`src/hdl/rsz_div.sv`:
```
// Restoring divider, one quotient bit per cycle, used for the scale ratios.
// Depends on nothing outside itself.
`default_nettype none

module rsz_div #(
  parameter int unsigned NumW = 24,
  parameter int unsigned DenW = 12
) (
  input  logic            clk_i,
  input  logic            rst_ni,
  input  logic            start_i,
  input  logic [NumW-1:0] num_i,
  input  logic [DenW-1:0] den_i,
  output logic            busy_o,
  output logic [NumW-1:0] quo_o
);

  localparam int unsigned CntW = $clog2(NumW + 1);

  logic [NumW-1:0] acc_q;
  logic [DenW-1:0] rem_q;
  logic [DenW-1:0] den_q;
  logic [CntW-1:0] cnt_q;
  logic            busy_q;

  logic [DenW:0]   rem_sh;
  logic [DenW:0]   diff;
  logic            ge;

  // One step: shift the next numerator bit into the remainder and try a subtract.
  always_comb begin
    rem_sh = {rem_q, acc_q[NumW-1]};
    diff   = rem_sh - {1'b0, den_q};
    ge     = (rem_sh >= {1'b0, den_q});
  end

  // The numerator shifts out of acc while the quotient shifts in behind it.
  always_ff @(posedge clk_i or negedge rst_ni) begin
    if (!rst_ni) begin
      busy_q <= 1'b0;
      cnt_q  <= '0;
    end else if (start_i) begin
      busy_q <= 1'b1;
      cnt_q  <= CntW'(NumW);
      acc_q  <= num_i;
      rem_q  <= '0;
      den_q  <= den_i;
    end else if (busy_q) begin
      acc_q <= {acc_q[NumW-2:0], ge};
      rem_q <= ge ? diff[DenW-1:0] : rem_sh[DenW-1:0];
      cnt_q <= cnt_q - CntW'(1);
      if (cnt_q == CntW'(1)) begin
        busy_q <= 1'b0;
      end
    end
  end

  assign busy_o = busy_q;
  assign quo_o  = acc_q;

endmodule

`default_nettype wire

```
`config.mk`:
```
export PLATFORM = sky130hd
export DESIGN_NAME = rsz_div
export DESIGN_NICKNAME = d
export VERILOG_FILES = /design/src/hdl/rsz_div.sv
export SDC_FILE = /design/constraint.sdc
export NUM_CORES = 1
export LEC_CHECK = 0
export BUFFER_PORTS_ARGS = -buffer_cell sky130_fd_sc_hd__buf_2
export CAP_MARGIN = 10
export CORE_UTILIZATION = 59
export CTS_BUF_LIST = sky130_fd_sc_hd__clkbuf_4 sky130_fd_sc_hd__clkbuf_8 sky130_fd_sc_hd__clkbuf_16
export CTS_CLUSTER_SIZE = 28
export DETAILED_ROUTE_END_ITERATION = 7
export PLACE_DENSITY_LB_ADDON = 0.12
export SKIP_CTS_REPAIR_TIMING = 1
export SYNTH_ARGS = -nofsm -noshare
export SYNTH_HDL_FRONTEND = slang
export SYNTH_SLANG_ARGS = --single-unit
export TNS_END_PERCENT = 1
```
`constraint.sdc`:
```
create_clock -name clk_i -period 3.9 [get_ports clk_i]
set_input_delay 0.39 -clock clk_i [delete_from_list [all_inputs] [get_ports clk_i]]
set_output_delay 0.39 -clock clk_i [all_outputs]
set_load 0.01 [all_outputs]
```
**Word-level counts from Yosys, hierarchy flattened**

Cells that the tools add are included.

- Add/sub/neg operators: 2
- $mul: 0
- Divide/modulo/power cells: 0
- Magnitude comparators: 1
- Equal/unequal tests: 1
- Shifts and indexed selects: 0
- Multiplexer cells: 9
- Bitwise gates (word level): 0
- Reductions and logical operators: 3

Operators by type and width:

| operator | number |
|---|---|
| 2-to-1 mux 24 bit | 2 |
| 2-to-1 mux 12 bit | 2 |
| greater-or-equal comparator 13 x 12 -> 1 bit | 1 |
| subtractor 12 bit | 1 |
| 2-to-1 mux 5 bit | 2 |
| == test 5 x 1 -> 1 bit (second input constant) | 1 |
| subtractor 5 x 1 -> 5 bit (second input constant) | 1 |
| AND reduction 2 bit | 2 |
| 2-to-1 mux 1 bit | 3 |
| nonzero test 2 bit | 1 |

- Register bits after elaboration: 54
- Latch bits: 0
- RAM bits: 0
- ROM bits: 0
- Input port bits: 39
- Output and inout port bits: 25
- Word-level logic and storage cells: 21
- Memories: 0

**Depth between registers and ports, before layout**

- Word-level depth: 4
- Gate-level depth with buffers: 10
- Mapped depth without buffers: 10

**Worst setup path after synthesis**

OpenSTA, ideal clock, no wires.

- Path type: flip-flop to flip-flop
- From: register acc_q[23], in the netlist quo_o[23]
- To: register rem_q[8], data pin
- Library setup time: 0.265 ns
- Arrival: 2.209 ns
- Data required time: 3.635 ns
- Path slack: 1.426 ns
- Stages on the path, launching flop included: 11
- Path buffers: 0
- Period minus slack after synthesis: 2.474 ns
- Cells stage by stage: edfxtp_1 inv_1 ha_1 inv_1 fa_1 a211oi_1 o21bai_1 a2111oi_0 a21oi_1 xnor2_1 o211ai_1

- Word-level cells in the longest chain between the ends: 3
- Elaborated cells between the ends (all ways): 4
- Those cells by class: 1 x add/sub; 1 x order compare; 2 x mux

RTL lines:

| item | RTL line | source |
|---|---|---|
| start: declaration | 20 | `logic [NumW-1:0] acc_q;` |
| start signal: assignment | 45 | `acc_q <= num_i;` |
| start signal: assignment | 49 | `acc_q <= {acc_q[NumW-2:0], ge};` |
| subtractor 12 bit / greater-or-equal comparator 13 x 12 -> 1 bit (equally long branches) | 33, 34 |  |
| 2-to-1 mux 12 bit (*) | 50 | `rem_q <= ge ? diff[DenW-1:0] : rem_sh[DenW-1:0];` |
| 2-to-1 mux 12 bit (*) | 48 | `end else if (busy_q) begin` |
| end signal: assignment | 50 |  |
| end: declaration | 21 | `logic [DenW-1:0] rem_q;` |

Mark *: on every way between the ends. The rest lies on a longest branch, timed or not.
A chain may end at the register's enable or synchronous reset.

**Final worst setup path**

Same ends and word-level chain as after synthesis.

==> impl_metrics.xml <==
<?xml version="1.0" encoding="UTF-8"?>
<metrics>
  <group name="sta">
    <metric name="worst_clock_skew" unit="ns">0.00809</metric>
    <metric name="setup-violations-final" unit="">0</metric>
    <metric name="max_slew.worst_pin.slew" unit="ns">0.834</metric>
    <metric name="final-max-slew-violation-count" unit="">0</metric>
    <metric name="setup_total_negative_slack" unit="ns">0</metric>
    <metric name="fmaxAchievable" unit="GHz">0.384</metric>
    <metric name="holdWs" unit="ns">0.00982</metric>
    <metric name="grt_setup_unrepaired" unit="">false</metric>
    <metric name="finalWorstSetupSlack" unit="ns">1.30</metric>
    <metric name="hold_violations" unit="">0</metric>
    <metric name="min_period_over_period" unit="%">66.8</metric>
    <metric name="final_critical_delay_including_setup_and_external_delays" unit="ns">2.60</metric>
    <metric name="timing.max_slew.rel_slack" unit="%">44.4</metric>
  </group>
  <group name="die">
    <metric name="die_area" unit="um^2">5280</metric>
    <metric name="std_cell_rows" unit="">25</metric>
    <metric name="die_height" unit="um">72.7</metric>
    <metric name="die_width" unit="um">72.7</metric>
    <metric name="floorplan.initialDensity" unit="%">62.0</metric>
    <metric name="core_area" unit="um^2">4750</metric>
    <metric name="pin_count" unit="">64</metric>
  </group>
  <group name="yosys">
    <metric name="synth_enable_flop_cells" unit="">48</metric>
    <metric name="synth-async-reset-ratio" unit="%">11.1</metric>
    <metric name="yosys_warnings" unit="">0</metric>
    <metric name="synthesis.nets" unit="">295</metric>
    <metric name="mappedNetlistArea" unit="um^2">2950</metric>
    <metric name="synth_cells" unit="">241</metric>
    <metric name="distinct_cells_synth" unit="">46</metric>
    <metric name="fraction_of_the_yosys_area_taken_by_sequential_cells" unit="%">54.0</metric>
    <metric name="yosys_register_bits" unit="">54</metric>
    <metric name="ys.flop_type" unit="">sky130_fd_sc_hd__edfxtp_1</metric>
    <metric name="postSynthAreaPerCell" unit="um^2">12.2</metric>
  </group>
  <group name="routing">
    <metric name="drt-vias-per-instance" unit="">5.48</metric>
    <metric name="dr.pass1.iters" unit="">5</metric>
    <metric name="totalWireLength" unit="mm">5.32</metric>
    <metric name="route.vias.total" unit="">2044</metric>
    <metric name="drc" unit="">0</metric>
    <metric name="detail_route.wl_per_cell" unit="um">14.3</metric>
    <metric name="drc_marker_count_from_the_first_detailed_route_iteration" unit="">157</metric>
    <metric name="final_antenna_net_count" unit="">0</metric>
  </group>
  <group name="final_layout">
    <metric name="multi_input_comb_area" unit="um^2">1230</metric>
    <metric name="filler_cell_count" unit="">340</metric>
    <metric name="syn2layout_area_growth" unit="%">17.1</metric>
    <metric name="diodes_inserted" unit="">0</metric>
    <metric name="mostFrequentLayoutCell" unit="">sky130_fd_sc_hd__buf_2</metric>
    <metric name="post-route-cell-area" unit="um^2">3450</metric>
    <metric name="final_standard_cell_count_with_taps_included_and_fillers_excluded" unit="">373</metric>
    <metric name="layout.nets" unit="">359</metric>
    <metric name="regArea" unit="um^2">1590</metric>
    <metric name="layout.cells.most_common_list" unit="">63 x sky130_fd_sc_hd__buf_2, 48 x sky130_fd_sc_hd__edfxtp_1, 24 x sky130_fd_sc_hd__mux2_2</metric>
    <metric name="postLayoutCoreUtil" unit="%">72.6</metric>
    <metric name="final_layout_size_suffix_gt1_share" unit="%">36.3</metric>
  </group>
  <group name="global_routing">
    <metric name="grt_overflow" unit="">0</metric>
    <metric name="largest_net_degree_at_the_start_of_global_routing" unit="">39</metric>
    <metric name="wire_length_of_the_first_global_routing_pass" unit="mm">8.76</metric>
    <metric name="number_of_antenna_violations_at_the_first_check_in_global_routing" unit="">0</metric>
    <metric name="grt_use_total" unit="%">21.9</metric>
    <metric name="vias_in_the_first_global_route" unit="">1939</metric>
  </group>
  <group name="place">
    <metric name="pre_cts_slack" unit="ns">1.31</metric>
    <metric name="placedCellCount" unit="">365</metric>
    <metric name="buffers_added_on_ports" unit="">63</metric>
    <metric name="dpl.hpwl" unit="mm">3.84</metric>
    <metric name="post_dp_cell_area" unit="um^2">3320</metric>
    <metric name="finalWeightedCongestion" unit="">0.876</metric>
  </group>
  <group name="clock_tree">
    <metric name="cts_buffer_depth" unit="">2</metric>
    <metric name="clk_latency" unit="ns">0.31</metric>
    <metric name="htree_num_levels" unit="">2</metric>
    <metric name="clkSlewWorstSetupHoldPaths" unit="ns">0.10</metric>
    <metric name="cts_sinks" unit="">54</metric>
    <metric name="cts_buffers" unit="">5</metric>
    <metric name="clockRootBuffer" unit="">sky130_fd_sc_hd__clkbuf_8</metric>
    <metric name="cts_tree" unit="">built</metric>
  </group>
  <group name="power">
    <metric name="power_report.internal_total" unit="mW">1.14</metric>
    <metric name="peakVddDrop" unit="mV">0.261</metric>
    <metric name="power.share.clock" unit="%">27.5</metric>
    <metric name="power.switching" unit="mW">0.433</metric>
    <metric name="p_total" unit="mW">1.58</metric>
    <metric name="p_seq_share" unit="%">47.4</metric>
    <metric name="power.share.combinational" unit="%">25.2</metric>
    <metric name="sw_frac_of_total" unit="%">27.5</metric>
    <metric name="pwr_density_cell" unit="nW/um^2">456</metric>
    <metric name="static_leakage" unit="nW">1.44</metric>
  </group>
  <group name="critical_path">
    <metric name="cp_max_fo" unit="">3</metric>
    <metric name="cp.arrival" unit="ns">2.66</metric>
    <metric name="worst_ep_required_time" unit="ns">3.96</metric>
    <metric name="startpoint_type" unit="">register</metric>
    <metric name="critPathCaptureType" unit="">register</metric>
    <metric name="worst-setup-path-type" unit="">register to register</metric>
  </group>
  <group name="hold_path">
    <metric name="hp-class" unit="">input port to async pin</metric>
  </group>
  <group name="flow_run">
    <metric name="max-cap-violations" unit="">0</metric>
  </group>
  <group name="status">
    <metric name="run_status" unit="">complete, no violations</metric>
  </group>
</metrics>
[final timing paths]
path                                 startpoint                endpoint  slack (ns)  cells past startpoint
max in group asynchronous                rst_ni        busy_o$_DFF_PN0_        3.59                      1
hold / removal                           rst_ni    cnt_q[1]$_DFFE_PN0N_        0.01                      1
hold reg to reg            cnt_q[4]$_DFFE_PN0N_    cnt_q[4]$_DFFE_PN0N_        0.54                      2
min in group clk_i                     den_i[1]      den_q[1]$_DFFE_PP_        0.25                      1
setup reg to reg            quo_o[23]$_DFFE_PP_  rem_q[8]$_SDFFCE_PP0P_        1.30                     10
setup / recovery            quo_o[23]$_DFFE_PP_  rem_q[8]$_SDFFCE_PP0P_        1.30                     10
[cells in the mapped netlist (2+ instances only)]
cell type	instances	area share (%)
sky130_fd_sc_hd__edfxtp_1	48	49
sky130_fd_sc_hd__mux2_2	24	9.2
sky130_fd_sc_hd__inv_1	22	2.8
sky130_fd_sc_hd__nand2_1	21	2.7
sky130_fd_sc_hd__nor2_1	21	2.7
sky130_fd_sc_hd__ha_1	14	5.9
sky130_fd_sc_hd__xnor2_1	10	3.0
sky130_fd_sc_hd__a21oi_1	7	1.2
sky130_fd_sc_hd__nand3_1	7	1.2
sky130_fd_sc_hd__dfrtp_1	6	5.1
sky130_fd_sc_hd__a311oi_2	5	2.5
sky130_fd_sc_hd__clkbuf_1	5	0.64
sky130_fd_sc_hd__a211oi_1	3	0.76
sky130_fd_sc_hd__a21o_1	3	0.76
sky130_fd_sc_hd__nand2b_1	3	0.64
sky130_fd_sc_hd__o21ai_0	3	0.51
sky130_fd_sc_hd__o21ai_1	3	0.51
sky130_fd_sc_hd__a41oi_1	2	0.59
sky130_fd_sc_hd__and3_1	2	0.42
sky130_fd_sc_hd__nand2_2	2	0.42
sky130_fd_sc_hd__nor3_1	2	0.34
sky130_fd_sc_hd__o211ai_1	2	0.51
sky130_fd_sc_hd__o311ai_1	2	0.59
sky130_fd_sc_hd__xor2_1	2	0.59
[kinds of logic after synthesis]
group           after synthesis  share of synthesized area, %
xor+xnor                     12                          3.57
compound gates               41                          12.1
mux                          25                          9.51
flops                        54                          54.0
simple gates                 64                          9.93
buf+inv                      30                          4.33
fa+ha+maj                    15                          6.62
[worst max-delay path, stage by stage (launching register included)]
cell	delay (ns)
sky130_fd_sc_hd__edfxtp_1	0.41
sky130_fd_sc_hd__inv_1	0.07
sky130_fd_sc_hd__ha_1	0.16
sky130_fd_sc_hd__inv_1	0.06
sky130_fd_sc_hd__fa_1	0.41
sky130_fd_sc_hd__a211oi_1	0.32
sky130_fd_sc_hd__o21bai_1	0.16
sky130_fd_sc_hd__a2111oi_0	0.43
sky130_fd_sc_hd__a21oi_1	0.10
sky130_fd_sc_hd__xnor2_1	0.16
sky130_fd_sc_hd__o211ai_1	0.09
[layer usage]
layer	vias to the layer above	share of wire (%)	GRT usage, %
li1	1009	-	-
met1	957	47	30.4
met2	70	46	34.0
met3	8	5.9	5.52
met4	0	1.4	7.19
met5	-	0	0
[final cells by class]
| type | count | share of cell area, % |
|---|---|---|
| multi-input combinational | 157 | 35.7 |
| clock inverter | 3 | 1.85 |
| inverter | 22 | 2.39 |
| clock buffer | 5 | 1.99 |
| sequential | 54 | 46.1 |
| tap | 67 | 2.43 |
| timing repair buffer | 65 | 9.57 |
[state kept, by name, indices dropped and copies added (netlist names)]
name	flops
busy_o	1
den_q	12
rem_q	12
quo_o	24
cnt_q	5
[power by group through the flow]
stage	combinational [mW]	sequential (mW)	clock, mW
floorplan	0.306	0.757	0
global placement	0.384	0.757	0
detailed placement	0.393	0.758	0
CTS	0.395	0.746	0.441
global route	0.440	0.753	0.460
finish	0.396	0.746	0.433
Power figures use the tool's default switching activity.
